**src/rtl/mtp_pkg.sv**
```systemverilog
// mtp_pkg: shared types and constants of the markov top-k symbol predictor
// depends on nothing; used by the rank unit, the top level and the bench of the predictor
`default_nettype none

package mtp_pkg;

  localparam int SYM_W   = 6;   // width of a symbol field and of a rank
  localparam int TOPK_W  = 6;   // width of the top_k register
  localparam int REPORT_W = 16; // width of the reported count

  localparam logic [TOPK_W-1:0] TOPK_RESET = 6'd4;

  localparam logic CMD_TRAIN = 1'b0;
  localparam logic CMD_QUERY = 1'b1;

  typedef struct packed {
    logic             command;
    logic [SYM_W-1:0] symbol;
    logic [SYM_W-1:0] next_symbol;
  } mtp_in_t;

  typedef struct packed {
    logic                hit;
    logic [SYM_W-1:0]    rank;
    logic [REPORT_W-1:0] next_count;
  } mtp_out_t;

  // sequencer to rank unit
  typedef struct packed {
    logic load;  // read data is the target count, clear the rank
    logic step;  // read data is one row entry, compare and count
  } mtp_rank_ctrl_t;

endpackage

`default_nettype wire

```
**src/rtl/mtp_rank_unit.sv**
```systemverilog
// mtp_rank_unit: shared compare unit, counts row entries that outrank the target
// depends on mtp_pkg
`default_nettype none

module mtp_rank_unit #(
  parameter int COUNT_WIDTH = 16
) (
  input  wire logic                         clk,
  input  wire mtp_pkg::mtp_rank_ctrl_t      ctrl,
  input  wire logic [COUNT_WIDTH-1:0]       data,
  input  wire logic [mtp_pkg::SYM_W-1:0]    col,
  input  wire logic [mtp_pkg::SYM_W-1:0]    nxt,
  output logic      [COUNT_WIDTH-1:0]       target,
  output logic      [mtp_pkg::SYM_W-1:0]    rank
);

  logic [COUNT_WIDTH-1:0]    target_r;
  logic [mtp_pkg::SYM_W-1:0] rank_r;
  logic                      beats;

  // ties go to the higher symbol index
  assign beats = (data > target_r) || ((data == target_r) && (col > nxt));

  always_ff @(posedge clk) begin
    if (ctrl.load) begin
      target_r <= data;
      rank_r   <= '0;
    end else if (ctrl.step && beats) begin
      rank_r <= rank_r + 1'b1;
    end
  end

  assign target = target_r;
  assign rank   = rank_r;

endmodule

`default_nettype wire

```
**config.mk**
```make
export PLATFORM = sky130hd
export DESIGN_NAME = mtp_rank_unit
export DESIGN_NICKNAME = d
export VERILOG_FILES = /design/src/rtl/mtp_pkg.sv /design/src/rtl/mtp_rank_unit.sv
export SDC_FILE = /design/constraint.sdc
export NUM_CORES = 1
export LEC_CHECK = 0
export BUFFER_PORTS_ARGS = -buffer_cell sky130_fd_sc_hd__buf_4
export CAP_MARGIN = 20
export CORE_MARGIN = 1
export CORE_UTILIZATION = 30
export DETAILED_ROUTE_END_ITERATION = 12
export SYNTH_ARGS = -nofsm -noshare
export SYNTH_HDL_FRONTEND = slang
export SYNTH_SLANG_ARGS = --single-unit
```
**constraint.sdc**
```tcl
create_clock -name clk -period 3.4 [get_ports clk]
set_clock_uncertainty 0.2 [all_clocks]
set_input_delay 0.68 -clock clk [delete_from_list [all_inputs] [get_ports clk]]
set_output_delay 0.68 -clock clk [all_outputs]
set_load 0.01 [all_outputs]
```
==> impl_metrics.toml <==
[outcome]
status = "completed"

[synth]
yosysWarnings = 0
synth-simple-area-share = 0.153
ys_ff_latch = 22
yosys.area.top_type = "edfxtp_1"
ys_seq_area_frac = 0.442
synth_top_area_frac = 0.353
synthTopCellsByArea = "edfxtp_1 35%, ha_1 21%, dfxtp_1 8.8%"
synth_area_um2 = 1360
synth_xor_area_frac = 0
yosysUniqueCellTypes = 30
avgSynthCellArea_um2 = 11.1
synth_top_family_by_area = "adder cells"
synthesis.nets = 177
synth-compound-area-share = 0.118
synth_fa_ha_area_frac = 0.212
muxShareOfSynthArea = 0.0156
syn_inst = 123

[clocking]
cts_tree = "built"
hold_buffers = 0
htreeDepth = 1
clk_pin_slew_worst_paths_ns = 0.08
cts_buffers = 3
cts_resized = 0
post_cts_buffers = 0
clock_sinks = 22
clock_latency_ns = 0.26
ctsRootBufferMaster = "clkbuf_8"
cts_buffer_depth = 2

[global_route]
track_usage = 0.125
grt_pass1_wl_um = 4850
grt_pass1_vias = 1149
grt_max_degree = 25
grt-ovfl-total = 0
antenna_found_initial = 0

[cells_and_area]
drive_above_1_share = 0.341
fillers = 415
fin_nets = 234
antenna_cells = 0
area_growth_pct = 36.8

[drt]
wl_um = 2960
drtPass1Iterations = 4
antenna_left = 0
wire_per_inst_um = 12.8
vias_per_cell = 4.87
drtIter0Drc = 50
route.detailed.drc = 0
routed-via-count = 1126

[sta]
period_share = 0.825
max_slew_margin = 0.618
hold_viol = 0
fin_setup_tns_ns = 0
slew_viol_final = 0
tightest_slew_ns = 0.571
finalWorstSetupSlack_ns = 0.595
clock.fmax_mhz = 357
setup_viol = 0
period_minus_slack_ns = 2.80
rsz0062_at_grt = "no"
whs_ns = 0.293

[power]
powerDensity_nw_per_um2 = 343
leakage_nw = 0.894
ir_drop_uv = 221

[critical_path]
worstPathRequired_ns = 3.39
crit_fanout = 9
cp-start-kind = "input pin"
critPathArrivalTime_ns = 2.80
worstSetupPathType = "in -> reg"
end_kind = "flip-flop"

[place]
dp_hpwl_um = 2410
port_buffers = 52
gp_congestion = 0.751
post-place-ws_ns = 0.325

[die]
core_region_area_um2 = 4350
dieArea_um2 = 4810
io_pins = 53
die_w_um = 69.3
start_util = 0.312
die_h_um = 69.3
num_rows = 24

[min_path]
min_path_type = "reg -> reg"

[job]
cap_violations = 0
critical path, stage by stage:
cell and delay, ns:
buf_4 0.11, ha_1 0.30, nand4_2 0.16, or4_4 0.57
nor2b_4 0.14, nor4b_4 0.15, or4_1 0.54, a21oi_1 0.15
cell usage after synthesis:
master and count:
nor2b_1 3, o21a_1 1, or2_2 1, dfxtp_1 6
mux2i_1 1, and4_1 1, nand2b_1 2, or4_4 1
ha_1 23, nor2b_4 1, a32oi_1 1, mux2_2 1
nand3_1 4, nor2_1 3, a21o_1 2, o32ai_1 1
or4_1 4, o31ai_1 4, o21ai_0 3, a2111oi_1 1
nand4_2 1, a211oi_1 1, nand2_1 2, a21oi_1 10
nor4b_4 1, inv_1 22, edfxtp_1 16, nand4_1 4
and2_1 1, o211ai_1 1
cell type report:
type / count / area (um^2) / share of cell area
Multi-Input combinational cell: 79 / 677 / 0.364
Sequential cell: 22 / 601 / 0.323
Timing Repair Buffer: 52 / 390 / 0.210
Inverter: 22 / 82.6 / 0.0444
Tap cell: 52 / 65.1 / 0.0350
Clock buffer: 4 / 45.0 / 0.0242
logic make-up after synthesis:
group	count (synthesis)
flip-flops	22
AND/OR/NAND/NOR	29
AO/OA/AOI/OAI	25
multiplexers	2
adder cells (fa/ha/maj)	23
buffers and inverters	22
cells in the final DEF (no fill, tap or decap), types with 3 or more instances in the layout:
cell      instances
a21oi_1          10
buf_4            52
clkbuf_8          3
dfxtp_1           6
edfxtp_1         16
ha_1             23
inv_1            22
nand3_1           4
nand4_1           4
nor2_1            3
nor2b_1           3
o21ai_0           3
o31ai_1           4
or4_1             4
per-stage QoR:
step	total power, mW	util	cells	cell area [um^2]
global route	0.675	0.427	231	1860
global placement	0.473	0.417	227	1820
detailed placement	0.479	0.417	227	1820
finish	0.639	0.427	231	1860
CTS	0.646	0.427	231	1860
floorplan	0.400	-	123	1360
sequential cells by signal, indices dropped and copies added (netlist names):
| register | flops |
|---|---|
| target | 16 |
| rank | 6 |
worst paths after layout:
kind	start	endpoint	slack, ns	cells past startpoint
setup / recovery	data[15]	rank[3]	0.60	8
setup reg to reg	target[11]	rank[3]	0.72	8
hold / removal	rank[5]	rank[5]	0.29	2
hold reg to reg	rank[5]	rank[5]	0.29	2
metal layers:
| metal | wire length, um | vias up | GRT usage | share of wire |
|---|---|---|---|---|
| li1 | - | 568 | - | - |
| met1 | 1280 | 520 | 0.140 | 0.43 |
| met2 | 1500 | 30 | 0.231 | 0.51 |
| met3 | 100 | 8 | 0.0276 | 0.034 |
| met4 | 78 | 0 | 0.0431 | 0.026 |
| met5 | 0 | - | 0 | 0 |
power by group:
part	leakage, nW	internal [mW]	switching (mW)
clock	0.0228	0.0835	0.0836
sequential	0.205	0.307	0.0104
combinational	0.666	0.0810	0.0736
total	0.894	0.471	0.168
Power figures use the tool's default switching activity.
